### config.mk
export PLATFORM = sky130hd
export DESIGN_NAME = analog_stick_to_quadrature_unit
export DESIGN_NICKNAME = d
export VERILOG_FILES = /design/src/rtl/asq_pkg.sv /design/src/rtl/asq_front.sv /design/src/rtl/asq_queue.sv /design/src/rtl/asq_back.sv /design/src/rtl/analog_stick_to_quadrature_unit.sv
export SDC_FILE = /design/constraint.sdc
export NUM_CORES = 1
export LEC_CHECK = 0
export ABC_AREA = 1
export BUFFER_PORTS_ARGS = -buffer_cell sky130_fd_sc_hd__buf_2
export CORE_MARGIN = 2
export CORE_UTILIZATION = 61
export DETAILED_ROUTE_END_ITERATION = 12
export PLACE_DENSITY_LB_ADDON = 0.1
export SLEW_MARGIN = 20
export SYNTH_ARGS = -nofsm -noshare
export SYNTH_HDL_FRONTEND = slang
export SYNTH_SLANG_ARGS = --single-unit
export TNS_END_PERCENT = 30
### constraint.sdc
create_clock -name clock -period 7.7 [get_ports clock]
set_clock_uncertainty 0.15 [all_clocks]
set_input_delay 0 -clock clock [delete_from_list [all_inputs] [get_ports clock]]
set_output_delay 0 -clock clock [all_outputs]
set_load 0.01 [all_outputs]
### src/rtl/asq_pkg.sv
// asq_pkg: shared types and constants for the analog stick to quadrature unit
// no dependencies; used by every module under rtl
`default_nettype none

package asq_pkg;

   // sample, gain, position, travel, delta, phase and pattern widths
   localparam int SAMPLE_W   = 12;
   localparam int GAIN_W     = 8;
   localparam int POS_W      = 8;
   localparam int TRAVEL_W   = 7;
   localparam int PREV_W     = 9;
   localparam int DELTA_W    = 10;
   localparam int PHASE_W    = 2;
   localparam int PATTERN_W  = 8;

   // parameter defaults
   localparam int SCALE_SHIFT_DEF = 8;
   localparam int MAX_STEPS_DEF   = 64;

   // register file
   localparam int CSR_INDEX_W = 2;
   localparam int CSR_DATA_W  = 8;

   localparam logic [CSR_INDEX_W-1:0] CSR_X_GAIN     = 2'd0;
   localparam logic [CSR_INDEX_W-1:0] CSR_Y_GAIN     = 2'd1;
   localparam logic [CSR_INDEX_W-1:0] CSR_MAX_TRAVEL = 2'd2;

   // reset values
   localparam logic [TRAVEL_W-1:0]  MAX_TRAVEL_RST = 7'd94;
   localparam logic [PATTERN_W-1:0] X_PATTERN_RST  = 8'b1100_1100;
   localparam logic [PATTERN_W-1:0] Y_PATTERN_RST  = 8'b0011_0011;

   // queue between front and back
   localparam int QUEUE_DEPTH = 2;

   // one queued word: either the neutral capture or a clamped position pair
   typedef struct packed {
      logic             first;
      logic [POS_W-1:0] x;
      logic [POS_W-1:0] y;
   } entry_type;

endpackage

`default_nettype wire

### src/rtl/asq_front.sv
// asq_front: input channel, register file, axis scaling, neutral capture and clamp
// depends on asq_pkg
`default_nettype none

module asq_front #(
   parameter int SCALE_SHIFT = asq_pkg::SCALE_SHIFT_DEF
) (
   input  wire                                  clock,
   input  wire                                  reset,
   // input channel
   input  wire                                  req_valid,
   output logic                                 req_stall,
   input  wire  [asq_pkg::SAMPLE_W-1:0]         req_x_sample,
   input  wire  [asq_pkg::SAMPLE_W-1:0]         req_y_sample,
   // register writes
   input  wire                                  csr_valid,
   input  wire  [asq_pkg::CSR_INDEX_W-1:0]      csr_index,
   input  wire  [asq_pkg::CSR_DATA_W-1:0]       csr_data,
   // queue write side
   input  wire                                  q_full,
   output logic                                 q_push,
   output asq_pkg::entry_type                   q_data
);

   localparam int PROD_W = asq_pkg::SAMPLE_W + asq_pkg::GAIN_W;

   logic [asq_pkg::GAIN_W-1:0]   x_gain_ff, x_gain_in;
   logic [asq_pkg::GAIN_W-1:0]   y_gain_ff, y_gain_in;
   logic [asq_pkg::TRAVEL_W-1:0] max_travel_ff, max_travel_in;
   logic                         neutral_valid_ff, neutral_valid_in;
   logic [asq_pkg::POS_W-1:0]    neutral_x_ff, neutral_x_in;
   logic [asq_pkg::POS_W-1:0]    neutral_y_ff, neutral_y_in;

   logic [PROD_W-1:0]            x_prod, y_prod;
   logic [asq_pkg::POS_W-1:0]    x_scaled, y_scaled;
   logic                         accept;

   // clamp a position to neutral +/- travel
   function automatic logic [asq_pkg::POS_W-1:0] clamp_axis(
      input logic [asq_pkg::POS_W-1:0]    pos,
      input logic [asq_pkg::POS_W-1:0]    neu,
      input logic [asq_pkg::TRAVEL_W-1:0] travel
   );
      logic [asq_pkg::POS_W-1:0] up_dist;
      logic [asq_pkg::POS_W-1:0] dn_dist;
      logic [asq_pkg::POS_W-1:0] result;
      up_dist = pos - neu;
      dn_dist = neu - pos;
      result  = pos;
      if (pos > neu && up_dist > {1'b0, travel}) begin
         result = neu + {1'b0, travel};
      end else if (pos < neu && dn_dist > {1'b0, travel}) begin
         result = neu - {1'b0, travel};
      end
      return result;
   endfunction

   assign req_stall = q_full;
   assign accept    = req_valid && !q_full;

   // scale each axis and keep the byte starting at bit SCALE_SHIFT
   assign x_prod   = PROD_W'(req_x_sample) * PROD_W'(x_gain_ff);
   assign y_prod   = PROD_W'(req_y_sample) * PROD_W'(y_gain_ff);
   assign x_scaled = x_prod[SCALE_SHIFT +: asq_pkg::POS_W];
   assign y_scaled = y_prod[SCALE_SHIFT +: asq_pkg::POS_W];

   // register file writes
   always_comb begin
      x_gain_in     = x_gain_ff;
      y_gain_in     = y_gain_ff;
      max_travel_in = max_travel_ff;
      if (csr_valid) begin
         case (csr_index)
            asq_pkg::CSR_X_GAIN:     x_gain_in     = csr_data;
            asq_pkg::CSR_Y_GAIN:     y_gain_in     = csr_data;
            asq_pkg::CSR_MAX_TRAVEL: max_travel_in = csr_data[asq_pkg::TRAVEL_W-1:0];
            default: ;
         endcase
      end
   end

   // classify: first word captures neutral, later words are clamped
   always_comb begin
      neutral_valid_in = neutral_valid_ff;
      neutral_x_in     = neutral_x_ff;
      neutral_y_in     = neutral_y_ff;
      q_push           = accept;
      q_data.first     = !neutral_valid_ff;
      q_data.x         = x_scaled;
      q_data.y         = y_scaled;
      if (neutral_valid_ff) begin
         q_data.x = clamp_axis(x_scaled, neutral_x_ff, max_travel_ff);
         q_data.y = clamp_axis(y_scaled, neutral_y_ff, max_travel_ff);
      end else if (accept) begin
         neutral_valid_in = 1'b1;
         neutral_x_in     = x_scaled;
         neutral_y_in     = y_scaled;
      end
   end

   always_ff @(posedge clock) begin
      if (reset) begin
         x_gain_ff        <= '0;
         y_gain_ff        <= '0;
         max_travel_ff    <= asq_pkg::MAX_TRAVEL_RST;
         neutral_valid_ff <= 1'b0;
         neutral_x_ff     <= '0;
         neutral_y_ff     <= '0;
      end else begin
         x_gain_ff        <= x_gain_in;
         y_gain_ff        <= y_gain_in;
         max_travel_ff    <= max_travel_in;
         neutral_valid_ff <= neutral_valid_in;
         neutral_x_ff     <= neutral_x_in;
         neutral_y_ff     <= neutral_y_in;
      end
   end

endmodule

`default_nettype wire

### src/rtl/asq_queue.sv
// asq_queue: short fifo of classified words between front and back
// depends on asq_pkg
`default_nettype none

module asq_queue (
   input  wire                 clock,
   input  wire                 reset,
   input  wire                 push,
   input  asq_pkg::entry_type  push_data,
   output logic                full,
   input  wire                 pop,
   output asq_pkg::entry_type  pop_data,
   output logic                empty
);

   localparam int PTR_W = $clog2(asq_pkg::QUEUE_DEPTH);
   localparam int CNT_W = $clog2(asq_pkg::QUEUE_DEPTH + 1);

   asq_pkg::entry_type   slot_ff [asq_pkg::QUEUE_DEPTH];
   logic [PTR_W-1:0]     wr_ptr_ff, wr_ptr_in;
   logic [PTR_W-1:0]     rd_ptr_ff, rd_ptr_in;
   logic [CNT_W-1:0]     count_ff, count_in;
   logic                 do_push, do_pop;

   assign full     = (count_ff == CNT_W'(asq_pkg::QUEUE_DEPTH));
   assign empty    = (count_ff == '0);
   assign do_push  = push && !full;
   assign do_pop   = pop && !empty;
   assign pop_data = slot_ff[rd_ptr_ff];

   // pointer and fill count update
   always_comb begin
      wr_ptr_in = wr_ptr_ff;
      rd_ptr_in = rd_ptr_ff;
      count_in  = count_ff;
      if (do_push) begin
         wr_ptr_in = (wr_ptr_ff == PTR_W'(asq_pkg::QUEUE_DEPTH - 1)) ? '0 : wr_ptr_ff + 1'b1;
      end
      if (do_pop) begin
         rd_ptr_in = (rd_ptr_ff == PTR_W'(asq_pkg::QUEUE_DEPTH - 1)) ? '0 : rd_ptr_ff + 1'b1;
      end
      case ({do_push, do_pop})
         2'b10:   count_in = count_ff + 1'b1;
         2'b01:   count_in = count_ff - 1'b1;
         default: count_in = count_ff;
      endcase
   end

   always_ff @(posedge clock) begin
      if (reset) begin
         wr_ptr_ff <= '0;
         rd_ptr_ff <= '0;
         count_ff  <= '0;
      end else begin
         wr_ptr_ff <= wr_ptr_in;
         rd_ptr_ff <= rd_ptr_in;
         count_ff  <= count_in;
      end
   end

   // storage
   always_ff @(posedge clock) begin
      if (do_push) begin
         slot_ff[wr_ptr_ff] <= push_data;
      end
   end

endmodule

`default_nettype wire

### src/rtl/asq_back.sv
// asq_back: step sequencer, quadrature patterns and result output register
// depends on asq_pkg
`default_nettype none

module asq_back #(
   parameter int MAX_STEPS = asq_pkg::MAX_STEPS_DEF
) (
   input  wire                             clock,
   input  wire                             reset,
   // queue read side
   input  wire                             q_empty,
   input  asq_pkg::entry_type              q_data,
   output logic                            q_pop,
   // result channel
   output logic                            rsp_valid,
   input  wire                             rsp_stall,
   output logic [asq_pkg::PHASE_W-1:0]     rsp_x_phase,
   output logic [asq_pkg::PHASE_W-1:0]     rsp_y_phase,
   output logic                            rsp_last_step
);

   localparam int CNT_W = $clog2(MAX_STEPS + 1);

   // one step of a signed delta
   localparam logic signed [asq_pkg::DELTA_W-1:0] ONE_STEP = 1;

   typedef enum logic {
      IDLE,
      STEP
   } state_type;

   state_type                        state_ff, state_in;
   logic [asq_pkg::PREV_W-1:0]       prev_x_ff, prev_x_in;
   logic [asq_pkg::PREV_W-1:0]       prev_y_ff, prev_y_in;
   logic signed [asq_pkg::DELTA_W-1:0] dx_ff, dx_in;
   logic signed [asq_pkg::DELTA_W-1:0] dy_ff, dy_in;
   logic [CNT_W-1:0]                 cnt_ff, cnt_in;
   logic [asq_pkg::PATTERN_W-1:0]    x_pat_ff, x_pat_in;
   logic [asq_pkg::PATTERN_W-1:0]    y_pat_ff, y_pat_in;
   logic                             rsp_valid_ff, rsp_valid_in;
   logic [asq_pkg::PHASE_W-1:0]      rsp_x_phase_ff, rsp_x_phase_in;
   logic [asq_pkg::PHASE_W-1:0]      rsp_y_phase_ff, rsp_y_phase_in;
   logic                             rsp_last_ff, rsp_last_in;

   logic                             out_free;
   logic signed [asq_pkg::DELTA_W-1:0] new_dx, new_dy;
   logic                             last;

   assign out_free      = !rsp_valid_ff || !rsp_stall;
   assign q_pop         = (state_ff == IDLE) && !q_empty;
   assign rsp_valid     = rsp_valid_ff;
   assign rsp_x_phase   = rsp_x_phase_ff;
   assign rsp_y_phase   = rsp_y_phase_ff;
   assign rsp_last_step = rsp_last_ff;

   // deltas of a freshly popped position pair
   assign new_dx = signed'({2'b00, q_data.x}) - signed'({1'b0, prev_x_ff});
   assign new_dy = signed'({2'b00, q_data.y}) - signed'({1'b0, prev_y_ff});

   // sequencer: load deltas, then one step per free output slot
   always_comb begin
      state_in       = state_ff;
      prev_x_in      = prev_x_ff;
      prev_y_in      = prev_y_ff;
      dx_in          = dx_ff;
      dy_in          = dy_ff;
      cnt_in         = cnt_ff;
      x_pat_in       = x_pat_ff;
      y_pat_in       = y_pat_ff;
      rsp_x_phase_in = rsp_x_phase_ff;
      rsp_y_phase_in = rsp_y_phase_ff;
      rsp_last_in    = rsp_last_ff;
      rsp_valid_in   = rsp_valid_ff && rsp_stall;
      last           = 1'b0;
      case (state_ff)
         IDLE: begin
            if (q_pop) begin
               if (q_data.first) begin
                  prev_x_in = {1'b0, q_data.x};
                  prev_y_in = {1'b0, q_data.y};
               end else if (new_dx != '0 || new_dy != '0) begin
                  dx_in    = new_dx;
                  dy_in    = new_dy;
                  cnt_in   = '0;
                  state_in = STEP;
               end
            end
         end
         STEP: begin
            if (out_free) begin
               // x axis: left for negative, right for positive
               if (dx_ff < 0) begin
                  x_pat_in  = {x_pat_ff[6:0], x_pat_ff[7]};
                  dx_in     = dx_ff + ONE_STEP;
                  prev_x_in = prev_x_ff - 1'b1;
               end else if (dx_ff > 0) begin
                  x_pat_in  = {x_pat_ff[0], x_pat_ff[7:1]};
                  dx_in     = dx_ff - ONE_STEP;
                  prev_x_in = prev_x_ff + 1'b1;
               end
               // y axis
               if (dy_ff > 0) begin
                  y_pat_in  = {y_pat_ff[0], y_pat_ff[7:1]};
                  dy_in     = dy_ff - ONE_STEP;
                  prev_y_in = prev_y_ff + 1'b1;
               end else if (dy_ff < 0) begin
                  y_pat_in  = {y_pat_ff[6:0], y_pat_ff[7]};
                  dy_in     = dy_ff + ONE_STEP;
                  prev_y_in = prev_y_ff - 1'b1;
               end
               last = (dx_in == '0 && dy_in == '0) || (cnt_ff == CNT_W'(MAX_STEPS - 1));
               cnt_in         = cnt_ff + 1'b1;
               rsp_valid_in   = 1'b1;
               rsp_x_phase_in = x_pat_in[1:0];
               rsp_y_phase_in = y_pat_in[7:6];
               rsp_last_in    = last;
               if (last) begin
                  state_in = IDLE;
               end
            end
         end
         default: state_in = IDLE;
      endcase
   end

   always_ff @(posedge clock) begin
      if (reset) begin
         state_ff     <= IDLE;
         prev_x_ff    <= '0;
         prev_y_ff    <= '0;
         dx_ff        <= '0;
         dy_ff        <= '0;
         cnt_ff       <= '0;
         x_pat_ff     <= asq_pkg::X_PATTERN_RST;
         y_pat_ff     <= asq_pkg::Y_PATTERN_RST;
         rsp_valid_ff <= 1'b0;
      end else begin
         state_ff     <= state_in;
         prev_x_ff    <= prev_x_in;
         prev_y_ff    <= prev_y_in;
         dx_ff        <= dx_in;
         dy_ff        <= dy_in;
         cnt_ff       <= cnt_in;
         x_pat_ff     <= x_pat_in;
         y_pat_ff     <= y_pat_in;
         rsp_valid_ff <= rsp_valid_in;
      end
      rsp_x_phase_ff <= rsp_x_phase_in;
      rsp_y_phase_ff <= rsp_y_phase_in;
      rsp_last_ff    <= rsp_last_in;
   end

endmodule

`default_nettype wire

### src/rtl/analog_stick_to_quadrature_unit.sv
// analog_stick_to_quadrature_unit: top level, front, queue and step sequencer
// depends on asq_pkg, asq_front, asq_queue, asq_back
// path of a pair: queue slot, load in IDLE, then STEP writes the result register
// throughput: the sequencer loads a pair in IDLE, then gives one step per cycle
//   while the result side does not stall, up to MAX_STEPS steps per pair, and loads
//   no new pair until the last step; the queue holds 2 pairs
// reset: synchronous, clears control state, registers, neutral capture and patterns
`default_nettype none

module analog_stick_to_quadrature_unit #(
   parameter int SCALE_SHIFT = asq_pkg::SCALE_SHIFT_DEF,
   parameter int MAX_STEPS   = asq_pkg::MAX_STEPS_DEF
) (
   input  wire                               clock,
   input  wire                               reset,
   // sample pairs in
   input  wire                               req_valid,
   output logic                              req_stall,
   input  wire  [asq_pkg::SAMPLE_W-1:0]      req_x_sample,
   input  wire  [asq_pkg::SAMPLE_W-1:0]      req_y_sample,
   // quadrature steps out
   output logic                              rsp_valid,
   input  wire                               rsp_stall,
   output logic [asq_pkg::PHASE_W-1:0]       rsp_x_phase,
   output logic [asq_pkg::PHASE_W-1:0]       rsp_y_phase,
   output logic                              rsp_last_step,
   // register writes
   input  wire                               csr_valid,
   output logic                              csr_ready,
   input  wire  [asq_pkg::CSR_INDEX_W-1:0]   csr_index,
   input  wire  [asq_pkg::CSR_DATA_W-1:0]    csr_data
);

   logic               q_full, q_push, q_empty, q_pop;
   asq_pkg::entry_type q_wdata, q_rdata;

   // register writes always taken
   assign csr_ready = 1'b1;

   // front: scale, capture neutral, clamp
   asq_front #(
      .SCALE_SHIFT (SCALE_SHIFT)
   ) u_front (
      .clock        (clock),
      .reset        (reset),
      .req_valid    (req_valid),
      .req_stall    (req_stall),
      .req_x_sample (req_x_sample),
      .req_y_sample (req_y_sample),
      .csr_valid    (csr_valid),
      .csr_index    (csr_index),
      .csr_data     (csr_data),
      .q_full       (q_full),
      .q_push       (q_push),
      .q_data       (q_wdata)
   );

   // queue between the halves
   asq_queue u_queue (
      .clock     (clock),
      .reset     (reset),
      .push      (q_push),
      .push_data (q_wdata),
      .full      (q_full),
      .pop       (q_pop),
      .pop_data  (q_rdata),
      .empty     (q_empty)
   );

   // back: step sequencer
   asq_back #(
      .MAX_STEPS (MAX_STEPS)
   ) u_back (
      .clock         (clock),
      .reset         (reset),
      .q_empty       (q_empty),
      .q_data        (q_rdata),
      .q_pop         (q_pop),
      .rsp_valid     (rsp_valid),
      .rsp_stall     (rsp_stall),
      .rsp_x_phase   (rsp_x_phase),
      .rsp_y_phase   (rsp_y_phase),
      .rsp_last_step (rsp_last_step)
   );

endmodule

`default_nettype wire

### Word-level counts from Yosys, hierarchy flattened

Memories as Yosys holds them, arrays and structs flattened. A register that Yosys moved wholly into a read port is not among the register bits.
Index checks and enable logic that the tools add are counted.

| word-level totals | value |
|---|---|
| flip-flop bits (word level) | 112 |
| RAM bits | 34 |
| input port bits | 39 |
| output and inout bits | 8 |
| word-level logic and storage cells | 174 |
| memories kept | 1 |

| operators by class | value |
|---|---|
| add/subtract/negate cells | 23 |
| multipliers | 2 |
| magnitude comparators | 12 |
| eq/ne operators | 13 |
| muxes and demuxes | 61 |
| bitwise gates (word level) | 2 |
| reductions and logical operators | 37 |

Memories:

| memory | depth | bits a word | read ports | clocked after Yosys merged registers in | wr ports | RTL line | text |
|---|---|---|---|---|---|---|---|
| u_queue.slot_ff | 2 | 17 | 1 | 1 | 1 | asq_queue.sv:19 | `asq_pkg::entry_type slot_ff [asq_pkg::QUEUE_DEPTH];` |

Operator list:

| operator | number |
|---|---|
| $mux 10 | 16 |
| $mux 9 | 10 |
| $mux 8 | 8 |
| $pmux 10 s2 | 2 |
| $pmux 9 s2 | 2 |
| $gt 8x7->1 | 4 |
| $mul 12x8->16 | 2 |
| $sub 8x8->8 | 4 |
| $mux 7 | 4 |
| $add 10x2->10 const B | 2 |
| $gt 10x1->1 const B | 2 |
| $logic_not 10->1 | 2 |
| $lt 10x1->1 const B | 2 |
| $reduce_bool 10->1 | 2 |
| $sub 10x2->10 const B | 2 |
| $sub 8x9->10 | 2 |
| $add 9x1->9 const B | 2 |
| $sub 9x1->9 const B | 2 |
| $add 8x7->8 | 2 |
| $gt 8x8->1 | 2 |
| $lt 8x8->1 | 2 |
| $mux 16 | 1 |
| $sub 8x7->8 | 2 |
| $mux 1 | 15 |
| 21 further kinds | 56 |

### Logic depth before layout (Yosys ltp)

Gate-level depths: netlist (run 1).

| depth | value |
|---|---|
| depth in word-level cells | 11 |
| gate-level depth with buffers | 46 |
| depth with buffers taken out | 44 |

### By module

Synthesis (run 1) repeated with hierarchy kept, for this count alone.

| second synthesis, totals | value |
|---|---|
| cell total of the unflattened synthesis | 2,377 |
| area, all modules | 16,993.8 um^2 |

By module, submodules not included:

| module | instances | cells each | area an instance (um^2) | sequential area each (um^2) |
|---|---|---|---|---|
| asq_front | 1 | 1,407 | 9,959.6 | 800.8 |
| asq_back | 1 | 875 | 5,491.5 | 1,411.4 |
| asq_queue | 1 | 93 | 1,531.5 | 1,121.1 |
| analog_stick_to_quadrature_unit | 1 | 2 | 11.3 | 0.0 |

### Least setup slack after synthesis (run 1)

No wires, ideal clock.

| timing path | value |
|---|---|
| path kind | register to register |
| from | register u_front.y_gain_ff[7] (netlist bit) |
| to | memory u_queue.slot_ff[0][0] (netlist bit), data pin |
| setup time | 261 ps |
| arrival | 6,170 ps |
| data required time | 7,289 ps |
| setup slack | 1,119 ps |
| cell stages (with the launch flop) | 32 |
| buffers on the path | 2 |
| period minus slack after synthesis | 6,581 ps |
| cells stage by stage | dfxtp_1 > clkbuf_1 > nand2_1 > fa_1 > fa_1 > inv_1 > fa_1 > fa_1 > ha_1 > a21oi_1 > nand3_1 > a21o_1 > nand2_1 > nand2_1 > a21o_1 > xnor2_1 > inv_1 > ha_1 > buf_2 > nand2_1 > o21ai_0 > nand2_1 > o211ai_1 > xor2_1 > ha_1 > nand3_1 > o211ai_4 > nand3_2 > nand2_2 > nand2_2 > nand2_1 > o21ai_1 |

RTL lines:

| item | RTL line | text |
|---|---|---|
| from (decl) | asq_front.sv:28 | `logic [asq_pkg::GAIN_W-1:0] y_gain_ff, y_gain_in;` |
| from (signal assigned) | asq_front.sv:111 | `y_gain_ff <= y_gain_in;` |
| to (decl) | asq_queue.sv:19 |  |

==> results of run 1 <==
registers in the layout, indices dropped and copies added (netlist names), 2 cells and up, named ones only:
signal	cells
u_back.cnt_ff	7
u_back.dx_ff	10
u_back.dy_ff	10
u_back.prev_x_ff	9
u_back.prev_y_ff	9
u_back.rsp_x_phase	2
u_back.rsp_y_phase	2
u_back.x_pat_ff	8
u_back.y_pat_ff	8
u_front.max_travel_ff	7
u_front.neutral_x_ff	8
u_front.neutral_y_ff	8
u_front.x_gain_ff	8
u_front.y_gain_ff	8
u_queue.count_ff	2
u_queue.slot_ff	34
routing by layer:
metal  part of all wire [%]  wire (um)
met1                     45      17600
met2                     49      19200
met3                    4.0       1570
met4                    2.6       1020
met5                      0          0
worst min-delay path, stage by stage:
cell	delay [ns]
sky130_fd_sc_hd__buf_2	0.10
sky130_fd_sc_hd__buf_4	0.31
sky130_fd_sc_hd__a21oi_1	0.18
cells in the final DEF (no fill, tap or decap), types with 4 or more instances in the layout:
cell type	netlist	final
sky130_fd_sc_hd__mux2i_1	7	7
sky130_fd_sc_hd__a21o_1	6	6
sky130_fd_sc_hd__inv_1	484	484
sky130_fd_sc_hd__nor3_2	3	4
sky130_fd_sc_hd__a21oi_1	150	150
sky130_fd_sc_hd__o21ai_1	12	13
sky130_fd_sc_hd__o21ai_0	116	115
sky130_fd_sc_hd__o21a_1	4	4
sky130_fd_sc_hd__a211oi_1	9	9
sky130_fd_sc_hd__nand2_1	488	488
sky130_fd_sc_hd__o21ai_2	5	5
sky130_fd_sc_hd__nand4_1	36	36
sky130_fd_sc_hd__nor2_1	169	169
sky130_fd_sc_hd__nand3_1	61	61
sky130_fd_sc_hd__a31oi_1	5	5
sky130_fd_sc_hd__nand2_2	12	12
sky130_fd_sc_hd__ha_1	166	165
sky130_fd_sc_hd__nand3_2	6	6
sky130_fd_sc_hd__buf_2	15	45
sky130_fd_sc_hd__o21bai_1	11	11
sky130_fd_sc_hd__o211ai_1	14	14
sky130_fd_sc_hd__dlygate4sd3_1	0	24
sky130_fd_sc_hd__mux2_2	12	12
sky130_fd_sc_hd__dfxtp_1	108	105
sky130_fd_sc_hd__o31ai_1	6	6
sky130_fd_sc_hd__inv_6	0	4
sky130_fd_sc_hd__inv_2	5	5
sky130_fd_sc_hd__edfxtp_1	39	39
sky130_fd_sc_hd__clkinv_1	4	4
sky130_fd_sc_hd__or2_2	6	6
sky130_fd_sc_hd__buf_4	7	11
sky130_fd_sc_hd__xor2_1	82	82
sky130_fd_sc_hd__nand3b_1	6	6
sky130_fd_sc_hd__nor3_1	18	17
sky130_fd_sc_hd__xnor2_1	24	23
sky130_fd_sc_hd__clkbuf_16	0	18
sky130_fd_sc_hd__fa_1	120	120
sky130_fd_sc_hd__a221oi_1	10	10
through the flow:
step / hold WS [ns] / setup WS (ns)
3_3_place_gp: 0.0984 / 0.672
4_1_cts: 0.0339 / 0.469
3_5_place_dp: 0.0956 / 0.484
6_report: 0.0389 / 0.550
5_1_grt: 0.0539 / 0.0603
2_1_floorplan: -0.0196 / 1.12
final timing paths:
path | cells after the start | endpoint | slack (ns) | from
setup reg to reg | 36 | u_queue.slot_ff[1][13] | 0.55 | u_front.x_gain_ff[5]
setup / recovery | 36 | u_queue.slot_ff[1][13] | 0.55 | u_front.x_gain_ff[5]
hold / removal | 3 | u_back.prev_x_ff[7] | 0.04 | reset
hold reg to reg | 1 | register | 0.31 | u_queue.rd_ptr_ff
area by class of cell:
class                           count  share of cell area (%)
Multi-Input combinational cell   1589                    62.1
Timing Repair Buffer               80                    3.06
Clock inverter                     11                   0.921
Inverter                          494                    10.4
Clock buffer                       21                    2.58
Tap cell                          341                    2.38
Sequential cell                   147                    18.6
kinds of logic (layout without fill, tap and decap cells):
group	Yosys count	count (layout)	synth area share, %
compound gates	360	360	12.3
xor+xnor	108	108	5.76
fa+ha+maj	286	286	26.8
buf+inv	583	606	13.4
flops	147	147	20.0
mux	19	19	1.23
other cells	1	1	0.0225
simple gates	815	815	20.5
what timing repair did:
item,4_1_cts,5_1_grt
setup endpoints to repair,0,18
hold buffers,24,0
gates resized for setup,0,6
hold endpoints to repair,28,0
power by group:
part           internal, uW  total (uW)  leakage [uW]  switching (uW)
clock network           539         904      0.000306             365
registers              1060        1280       0.00126             219
logic                  1630        4440       0.00810            2810
total                  3230        6620       0.00966            3390
==> impl_results.md, run 1 <==
- Post-route insts no fill: 2683
- Standard-cell row count: 60
- Biggest area contributors in the synthesized netlist: sky130_fd_sc_hd__fa_1 14%, sky130_fd_sc_hd__dfxtp_1 13%, sky130_fd_sc_hd__ha_1 12%
- Crit-path max FO: 12
- Number of ports placed on the die boundary: 47
- Sequential area share after synthesis: 20.0%
- Buffers plus inverters on the worst setup path: 3
- DRC violation count after routing: 0
- GR Layer Usage met2: 50.5%
- Sequential cell area in the final layout: 3340 um^2
- Global-route wire length before repair: 66400 um
- Drt first-iter violations: 842
- Pwr Total: 6620 uW
- Largest stage delay on the critical path: 0.59 ns
- Final cell utilization of the core: 66.5%
- Total global-route track usage: 28.4%
- Clock tree from TritonCTS: built
- PortBufs: 45
- Core outline area: 27000 um^2
- Final count of pins violating max slew: 0
- Synth warn: 0
- Worst slew margin relative to its limit: 37.5%
- Finish-stage setup viols: 0
- Total of max-cap violations: 0
- Grt ovf: 0
- Count of H-tree levels built during CTS: 4
- Area of combinational cells with multiple inputs: 11100 um^2
- Class of the most critical setup path: reg -> reg
- Worst path most repeated cell: sky130_fd_sc_hd__nand2_1
- Die ar.: 28700 um^2
- Met3 Track Usage GR: 3.03%
- Cell chosen for the clock root: sky130_fd_sc_hd__clkbuf_16
- Setup repair after global routing missed its margin: no
- Timing-limited maximum frequency: 0.140 GHz
- Cell type with the largest total area after synthesis: sky130_fd_sc_hd__fa_1
- CP Capture Type: register
- Count of fill cells added during filler insertion: 2360
- Count of clock tree sinks: 147
- CP startpoint kind: register
- Nets: 2654
- Number of iterations in the first detailed-routing pass: 5
- Number of buffers between clock root and the deepest sink: 2
- Insertion delay to the later sink of the worst-skew pair: 0.44 ns
- Via density per instance: 5.39
- Busiest grt layer: met2
- Die W: 169 um
- Initial core utilization: 61.9%
- Net count after synthesis: 2644
- Count of placed standard cells including taps: 2627
- CTS Buf Count: 17
- Setup TNS Final: 0 ns
- Post-synthesis register bit count: 147
- Proportion of layout cells with a drive suffix above 1: 6.62%
- Average detailed-routed wire length per instance: 14.7 um
- Synth async-reset ratio: 0%
- Clock-pin slew reported for the worst setup and hold paths after clock tree synthesis: 0.06 ns
- Global routing met1 resource utilization: 36.3%
- Cell variety after synth: 58
- Average instance area after synthesis: 7.20 um^2
- Count of antenna-violating nets left after detailed routing: 0
- Cell with the biggest individual delay on the critical path: sky130_fd_sc_hd__dfxtp_1
- Tcrit/Tclk final: 92.9%
- Reported leakage power: 0.00966 uW
- Type of the worst min-delay path: in -> reg
- Summed area of non-filler cells in the final layout: 17900 um^2
- Gpl congestion: 0.948
- Most common flop cell mapped by yosys: sky130_fd_sc_hd__dfxtp_1
- Cell area after technology mapping: 16700 um^2
- Placed wire-length estimate: 30200 um
- Worst endpoint required time: 7.74 ns
- Final period demand of the worst path: 7.15 ns
- Number of hold violations in the final report: 0
- Number of global-route vias before repair: 14100
- Total via count after detailed routing: 14500
- Dominant cell by count in the synthesized netlist: sky130_fd_sc_hd__nand2_1
- Area added between synthesis and finish: 7.39%
- Number of enable flip-flop cells after synthesis: 39
- Largest net degree at the start of global routing: 48
- Number of setup buffers added after CTS: 0
- Final WL: 39500 um
- Worst vdd ir: 0.193 mV
- Outcome: complete, no violations
- Kind of cell with the highest combined delay on the critical path: adder cells
- Most instantiated cells after synthesis: 488 x sky130_fd_sc_hd__nand2_1, 484 x sky130_fd_sc_hd__inv_1, 169 x sky130_fd_sc_hd__nor2_1
- Count of antenna diodes in the layout: 0
- Antenna violations before repair: 0
- Gate Count Post-Synth: 2319
- Die height: 169 um
- Transition at the pin with the smallest max-transition slack: 0.936 ns
- Power density normalized to cell area: 369 nW/um^2
- Worst endpoint data arrival time: 7.19 ns
- Placed standard-cell area: 17000 um^2
- Fraction of synthesized cell area taken by the top area cell type: 14.4%
No activity file was read; power rests on OpenSTA's default activity.
==> run 2: changes to the inputs <==
--- a/config.mk
+++ b/config.mk
@@ -8,7 +8,8 @@
 export ABC_AREA = 1
 export BUFFER_PORTS_ARGS = -buffer_cell sky130_fd_sc_hd__buf_2
 export CORE_MARGIN = 2
-export CORE_UTILIZATION = 61
+export CORE_UTILIZATION = 50
+export CTS_CLUSTER_DIAMETER = 150
 export DETAILED_ROUTE_END_ITERATION = 12
 export PLACE_DENSITY_LB_ADDON = 0.1
 export SLEW_MARGIN = 20
==> run 2 against run 1 <==
  * Flip-flop and latch count unchanged
  * Sequential power about the same
  * Register-to-register slack worse by 0.04 ns
  * Die area up 21%
  * Cell count up 4.0%
  * Design area up 0.81%
  * Non-clock buffer count up 5
  * Critical path depth down 6
  * Clock power down 2%
  * Count of clock-buffer cells in the layout unchanged
  * Power down 0.52%
  * Critical path type unchanged
  * Critical endpoint is now u_queue.slot_ff[0][5]
==> impl_results.md, run 2 (same netlist as run 1, synthesis figures left out) <==
- Outcome: complete, no violations
- Count of H-tree levels built during CTS: 4 (unchanged)
- Total global-route track usage: 23.9% (-4.5 points)
- Transition at the pin with the smallest max-transition slack: 0.976 ns (+0.0400 ns)
- Type of the worst min-delay path: in -> reg
- Average detailed-routed wire length per instance: 14.5 um (-1.5%)
- Top reg by flops: u_queue.slot_ff
- Standard-cell row count: 66 (+10%)
- Clock-pin slew reported for the worst setup and hold paths after clock tree synthesis: 0.07 ns (about the same)
- Cell with the biggest individual delay on the critical path: sky130_fd_sc_hd__dfxtp_1
- Timing-limited maximum frequency: 0.139 GHz (-0.61%)
- Final worst-path setup slack: 0.506 ns (-0.0438 ns)
- Final period demand of the worst path: 7.19 ns (+0.0438 ns)
- Power density normalized to cell area: 364 nW/um^2 (-1.3%)
- Reported leakage power: 0.00970 uW (+0.36%)
- Number of ports placed on the die boundary: 47 (unchanged)
- Core outline area: 32700 um^2 (+21%)
- Class of the most critical setup path: reg -> reg
- Via density per instance: 5.11 (-5.1%)
- Cell chosen for the clock root: sky130_fd_sc_hd__clkbuf_16
- Area added between synthesis and finish: 8.26%
- Total via count after detailed routing: 14300 (-1.3%)
- Die height: 187 um (+10%)
- Proportion of layout cells with a drive suffix above 1: 6.69% (+0.071 points)
- Largest stage delay on the critical path: 0.58 ns (about the same)
- Final count of pins violating max slew: 0 (unchanged)
- Worst path most repeated cell: sky130_fd_sc_hd__nand2_1
- Count of antenna-violating nets left after detailed routing: 0 (unchanged)
- Final WL: 40400 um (+2.4%)
- Gpl congestion: 0.889 (-6.2%)
- Number of buffers between clock root and the deepest sink: 2 (unchanged)
- R2r startpoint: u_front.y_gain_ff[3]
- Startpoint of the worst hold path: reset
- Crit-path max FO: 13 (+1)
- Clock tree from TritonCTS: built
- PortBufs: 45 (unchanged)
- Placed wire-length estimate: 30700 um (+1.5%)
- Finish-stage setup viols: 0 (unchanged)
- Initial core utilization: 51.1% (-11 points)
- Global-route wire length before repair: 68600 um (+3.3%)
- R2R cell count: 30 (-17%)
- Number of global-route vias before repair: 14100 (-0.55%)
- CP Capture Type: register
- Registers with the highest flip-flop counts: u_queue.slot_ff: 34 flops, u_back.dx_ff: 10 flops, u_back.dy_ff: 10 flops
- Worst slew margin relative to its limit: 34.8% (-2.7 points)
- Most used cells in the layout excluding fill and tap cells: 488 x sky130_fd_sc_hd__nand2_1, 484 x sky130_fd_sc_hd__inv_1, 169 x sky130_fd_sc_hd__nor2_1
- Cell depth of the worst hold path: 3 (unchanged)
- Worst Hold Path EP: u_back.cnt_ff[2]
- Area of combinational cells with multiple inputs: 11100 um^2 (about the same)
- Worst vdd ir: 0.222 mV (+15%)
- Post-route insts no fill: 2789 (+4.0%)
- Worst endpoint data arrival time: 7.25 ns (+0.06 ns)
- Count of fill cells added during filler insertion: 3177 (+35%)
- Pwr Total: 6590 uW (-0.52%)
- DRC violation count after routing: 0 (unchanged)
- Number of iterations in the first detailed-routing pass: 7 (+2)
- Antenna violations before repair: 0 (unchanged)
- CP startpoint kind: register
- Commonest non-fill, non-tap cell in the layout: sky130_fd_sc_hd__nand2_1
- Count of antenna diodes in the layout: 0 (unchanged)
- Total of max-cap violations: 0 (unchanged)
- CTS Buf Count: 17 (unchanged)
- Nets: 2659 (+0.19%)
- Setup TNS Final: 0 ns (unchanged)
- Placed standard-cell area: 17200 um^2 (+0.87%)
- Tcrit/Tclk final: 93.4% (+0.57 points)
- Count of placed standard cells including taps: 2731 (+4.0%)
- Summed area of non-filler cells in the final layout: 18100 um^2 (+0.81%)
- Grt ovf: 0 (unchanged)
- Number of hold violations in the final report: 0 (unchanged)
- Insertion delay to the later sink of the worst-skew pair: 0.45 ns (about the same)
- Largest net degree at the start of global routing: 64 (+33%)
- Worst-case register-to-register setup slack: 0.51 ns (-0.04 ns)
- Worst endpoint required time: 7.75 ns (about the same)
- Sequential cell area in the final layout: 3340 um^2 (unchanged)
- Setup WS pre-CTS: 0.510 ns (+0.0259 ns)
- Largest register FFs: 34 (unchanged)
- Drt first-iter violations: 797 (-5.3%)
- Die ar.: 34900 um^2 (+21%)
- Count of clock tree sinks: 147 (unchanged)
- Die W: 187 um (+10%)
- Setup repair after global routing missed its margin: no
- Terminus of the critical flop-to-flop path: u_queue.slot_ff[0][5]
run 2: cell types whose count changed in the layout (fill, tap and decap cells not counted), moves of 2 or more:
| cell | delta |
|---|---|
| sky130_fd_sc_hd__bufinv_16 | -2 |
| sky130_fd_sc_hd__buf_4 | +3 |
| sky130_fd_sc_hd__dlygate4sd3_1 | +2 |
| sky130_fd_sc_hd__clkbuf_16 | +2 |
| sky130_fd_sc_hd__clkbuf_1 | -2 |
run 2: final cells by class:
cell class                 count  share of cell area (%)
inverter                     494                    10.3
clock buffer                  21                    2.79
tap                          442                    3.06
sequential                   147                    18.5
multi-input combinational   1589                    61.5
timing repair buffer          85                    3.27
clock inverter                11                   0.602
run 2: metrics by stage:
step,utilization (%),hold WS [ns]
finish,55.3,0.0312
floorplan,-,-0.0196
CTS,55.2,0.0262
global route,55.3,0.0392
detailed placement,52.6,0.102
global placement,52.6,0.0991
run 2: per-layer routing:
metal  GRT usage [%]  part of all wire [%]  vias to the layer above
met5               0                     0                        -
li1                -                     -                     7251
met3            2.73                   3.6                       61
met1            31.2                    46                     6630
met2            41.6                    48                      323
met4            6.78                   2.2                        0
run 2: worst max-delay path by stage:
stage                         startpoint                     to  cells after the start
floorplan           u_front.y_gain_ff[7]  u_queue.slot_ff[0][0]                     31
global placement    u_front.y_gain_ff[4]  u_queue.slot_ff[0][6]                     29
detailed placement  u_front.y_gain_ff[4]  u_queue.slot_ff[1][5]                     30
CTS                 u_front.y_gain_ff[4]  u_queue.slot_ff[0][5]                     30
global route        u_front.y_gain_ff[3]  u_queue.slot_ff[1][0]                     29
finish              u_front.y_gain_ff[3]  u_queue.slot_ff[0][5]                     30
run 2: power breakdown:
group | total [uW] | internal [uW] | switching [uW]
sequential | 1270 | 1060 | 218
clock | 884 | 508 | 375
combinational | 4430 | 1630 | 2800
total | 6590 | 3200 | 3390
run 2: critical path, delay by kind of cell, from the launching register on:
family                   cells  cell delay [ns]
XOR/XNOR                     2             0.47
flip-flops                   1             0.58
buffers and inverters        3             0.23
AO/OA/AOI/OAI                5             0.89
adder cells (fa/ha/maj)      7             3.05
AND/OR/NAND/NOR             13             1.58
run 2: what timing repair did:
item	in CTS	in global routing
setup buffers	0	0
gates resized for setup	0	5
setup endpoints to repair	0	18
hold endpoints to repair	28	0
hold buffers	26	0
==> run 3: changes to the inputs <==
--- a/config.mk
+++ b/config.mk
@@ -5,7 +5,6 @@
 export SDC_FILE = /design/constraint.sdc
 export NUM_CORES = 1
 export LEC_CHECK = 0
-export ABC_AREA = 1
 export BUFFER_PORTS_ARGS = -buffer_cell sky130_fd_sc_hd__buf_2
 export CORE_MARGIN = 2
 export CORE_UTILIZATION = 50
==> run 3 against run 2 <==
  * Maximum frequency is 1.4% lower
  * Register-to-register slack worse by 0.099 ns
  * Power is 15% lower
  * Sequential power is 4% lower
  * Critical path depth is 1 lower
==> impl_results.md, run 3 <==
- Standard-cell row count: 66 (unchanged)
- Cell with the biggest individual delay on the critical path: sky130_fd_sc_hd__fa_1
- Sequential area share after synthesis: 20.4% (+0.40 points)
- Number of ports placed on the die boundary: 47 (unchanged)
- Commonest non-fill, non-tap cell in the layout: sky130_fd_sc_hd__inv_1
- Area added between synthesis and finish: 9.60%
- Worst-case register-to-register setup slack: 0.41 ns (-0.10 ns)
- R2R cell count: 29 (-3.3%)
- Via density per instance: 5.49 (+7.4%)
- DRC violation count after routing: 0 (unchanged)
- Largest register FFs: 34 (unchanged)
- Drt first-iter violations: 703 (-12%)
- Startpoint of the worst hold path: csr_valid
- Type of the worst min-delay path: in -> reg
- Count of antenna-violating nets left after detailed routing: 0 (unchanged)
- Total of max-cap violations: 0 (unchanged)
- Total via count after detailed routing: 13400 (-6.0%)
- Worst endpoint data arrival time: 7.32 ns (+0.07 ns)
- Largest net degree at the start of global routing: 74 (+16%)
- Worst path most repeated cell: sky130_fd_sc_hd__fa_1
- Count of placed standard cells including taps: 2385 (-13%)
- Final count of pins violating max slew: 0 (unchanged)
- Insertion delay to the later sink of the worst-skew pair: 0.44 ns (about the same)
- Cell area after technology mapping: 16400 um^2 (-1.9%)
- Post-synthesis adder-cell area fraction: 27.4% (+0.53 points)
- Count of antenna diodes in the layout: 0 (unchanged)
- Fraction of synthesized cell area taken by the top area cell type: 14.7% (+0.29 points)
- Average detailed-routed wire length per instance: 17.2 um (+19%)
- Largest stage delay on the critical path: 0.56 ns (-0.02 ns)
- Number of buffers between clock root and the deepest sink: 2 (unchanged)
- Finish-stage setup viols: 0 (unchanged)
- Cell chosen for the clock root: sky130_fd_sc_hd__clkbuf_16
- Initial core utilization: 50.6% (-0.48 points)
- Final worst-path setup slack: 0.407 ns (-0.0988 ns)
- Number of iterations in the first detailed-routing pass: 5 (-2)
- Number of hold violations in the final report: 0 (unchanged)
- Most used cells in the layout excluding fill and tap cells: 251 x sky130_fd_sc_hd__inv_1, 194 x sky130_fd_sc_hd__nand2_1, 163 x sky130_fd_sc_hd__ha_1
- Nets: 2312 (-13%)
- Final period demand of the worst path: 7.29 ns (+0.0988 ns)
- Clock-pin slew reported for the worst setup and hold paths after clock tree synthesis: 0.07 ns (about the same)
- Dominant cell by count in the synthesized netlist: sky130_fd_sc_hd__inv_1
- Count of clock tree sinks: 147 (unchanged)
- Die ar.: 34200 um^2 (-1.9%)
- Synth warn: 0 (unchanged)
- R2r startpoint: u_front.y_gain_ff[5]
- Worst Hold Path EP: u_front.x_gain_ff[5]
- Worst vdd ir: 0.171 mV (-23%)
- Gpl congestion: 0.894 (+0.53%)
- Worst endpoint required time: 7.72 ns (-0.03 ns)
- CP Capture Type: register
- Proportion of layout cells with a drive suffix above 1: 10.1% (+3.4 points)
- Number of enable flip-flop cells after synthesis: 39 (unchanged)
- Total global-route track usage: 25.8% (+2.0 points)
- Net count after synthesis: 2267 (-14%)
- Most common flop cell mapped by yosys: sky130_fd_sc_hd__dfxtp_1
- Timing-limited maximum frequency: 0.137 GHz (-1.4%)
- Pwr Total: 5600 uW (-15%)
- Clock tree from TritonCTS: built
- Setup WS pre-CTS: -0.0371 ns (-0.547 ns)
- Gate Count Post-Synth: 1942 (-16%)
- Reported leakage power: 0.00791 uW (-18%)
- PortBufs: 45 (unchanged)
- Tcrit/Tclk final: 94.7% (+1.3 points)
- Synth async-reset ratio: 0% (unchanged)
- Biggest area contributors in the synthesized netlist: sky130_fd_sc_hd__fa_1 15%, sky130_fd_sc_hd__dfxtp_1 13%, sky130_fd_sc_hd__ha_1 13%
- Antenna violations before repair: 0 (unchanged)
- Dominant combinational cell family by area after synthesis: adder cells
- Cell type with the largest total area after synthesis: sky130_fd_sc_hd__fa_1
- Grt ovf: 0 (unchanged)
- Class of the most critical setup path: reg -> reg
- Outcome: complete, no violations
- Count of H-tree levels built during CTS: 4 (unchanged)
- Top reg by flops: u_queue.slot_ff
- Registers with the highest flip-flop counts: u_queue.slot_ff: 34 flops, u_back.dx_ff: 10 flops, u_back.dy_ff: 10 flops
- Compound-Gate Fraction of Synth Area: 17.0% (+4.7 points)
- Cell depth of the worst hold path: 5 (+2)
- Placed wire-length estimate: 32600 um (+6.3%)
- Post-route insts no fill: 2442 (-12%)
- Synth Area in Simple Gates: 18.6% (-1.8 points)
- Post-synthesis register bit count: 147 (unchanged)
- Terminus of the critical flop-to-flop path: u_queue.slot_ff[0][5]
- Fraction of synthesized cell area in xor and xnor cells: 4.87% (-0.89 points)
- Average instance area after synthesis: 8.43 um^2 (+17%)
- CP startpoint kind: register
- Core outline area: 32400 um^2 (-1.0%)
- Most instantiated cells after synthesis: 251 x sky130_fd_sc_hd__inv_1, 194 x sky130_fd_sc_hd__nand2_1, 166 x sky130_fd_sc_hd__ha_1
- Die W: 185 um (-0.96%)
- CTS Buf Count: 17 (unchanged)
- Final WL: 42100 um (+4.2%)
- Crit-path max FO: 7 (-6)
- Count of fill cells added during filler insertion: 3111 (-2.1%)
- Global-route wire length before repair: 69700 um (+1.6%)
- Power density normalized to cell area: 312 nW/um^2 (-14%)
- Cell variety after synth: 90 (+55%)
- Transition at the pin with the smallest max-transition slack: 1.06 ns (+0.0868 ns)
- Multiplexer share of the synthesized area: 3.84% (+2.6 points)
- Worst slew margin relative to its limit: 29.1% (-5.8 points)
- Setup TNS Final: 0 ns (unchanged)
- Number of global-route vias before repair: 13500 (-4.1%)
- Die height: 185 um (-0.96%)
==> run 3: worst max-delay path: cells and delay by family, from the launching register on <==
family | cells | cell delay [ns]
adder cells (fa/ha/maj) | 7 | 3.02
AO/OA/AOI/OAI | 9 | 1.56
AND/OR/NAND/NOR | 5 | 0.86
buffers and inverters | 4 | 0.43
flip-flops | 1 | 0.35
XOR/XNOR | 2 | 0.33
multiplexers | 2 | 0.32
==> run 3: routing by layer <==
| layer | wire length [um] | vias to the layer above | share of wire, % | GRT usage [%] |
|---|---|---|---|---|
| li1 | - | 6635 | - | - |
| met1 | 19200 | 6435 | 46 | 33.9 |
| met2 | 20100 | 252 | 48 | 43.3 |
| met3 | 1340 | 92 | 3.2 | 3.46 |
| met4 | 1410 | 0 | 3.3 | 10.1 |
| met5 | 0 | - | 0 | 0 |
==> run 3: cell families (layout without fill, tap and decap cells) <==
kind of cell / count (synthesis) / in the layout
other: 1 / 1
AND/OR/NAND/NOR: 613 / 613
adder cells (fa/ha/maj): 286 / 286
buffers and inverters: 333 / 391
flip-flops: 147 / 147
XOR/XNOR: 91 / 91
multiplexers: 61 / 61
AO/OA/AOI/OAI: 410 / 410
==> run 3: area by class of cell <==
class                           count  area [um^2]  share of cell area (%)
Inverter                          252          946                    5.27
Multi-Input combinational cell   1462        11800                    66.0
Sequential cell                   147         3340                    18.6
Clock inverter                     12         85.1                   0.474
Tap cell                          442          553                    3.08
Timing Repair Buffer              107          728                    4.06
Clock buffer                       20          437                    2.43
==> run 3: repair_timing <==
item,4_1_cts,5_1_grt
cloned,0,0
pin swaps,1,9
resized for setup,1,33
hold endpoints to repair,43,0
hold buffers,14,0
endpoints found under the setup margin,8,32
buffers inserted,0,11
==> run 3: how the worst max path moves through the flow <==
stage,start,endpoint,slack [ns],cells past startpoint
6_report,u_front.y_gain_ff[5],u_queue.slot_ff[0][5],0.41,29
5_1_grt,u_front.y_gain_ff[7],u_queue.slot_ff[0][5],-0.04,30
4_1_cts,u_front.y_gain_ff[3],u_queue.slot_ff[0][5],0.05,29
3_5_place_dp,u_front.y_gain_ff[3],u_queue.slot_ff[1][5],-0.04,29
3_3_place_gp,u_front.y_gain_ff[3],u_queue.slot_ff[1][2],0.15,28
2_1_floorplan,u_front.y_gain_ff[7],u_queue.slot_ff[0][2],0.23,31
==> run 3: power breakdown <==
| part | leakage, uW | switching (uW) | internal, uW | total [uW] |
|---|---|---|---|---|
| registers | 0.00126 | 193 | 1030 | 1220 |
| clock network | 0.000236 | 353 | 411 | 764 |
| logic | 0.00642 | 2150 | 1470 | 3620 |
| total | 0.00791 | 2700 | 2910 | 5600 |
==> run 3: stage by stage <==
stage                     hold WS [ns]  utilization, %  area (um^2)
after global routing            0.0997            55.4        17900
after floorplan               -0.00930               -        16400
after global placement           0.100            52.7        17100
after detailed placement         0.113            52.7        17100
final                           0.0636            55.4        17900
after CTS                       0.0328            54.8        17700
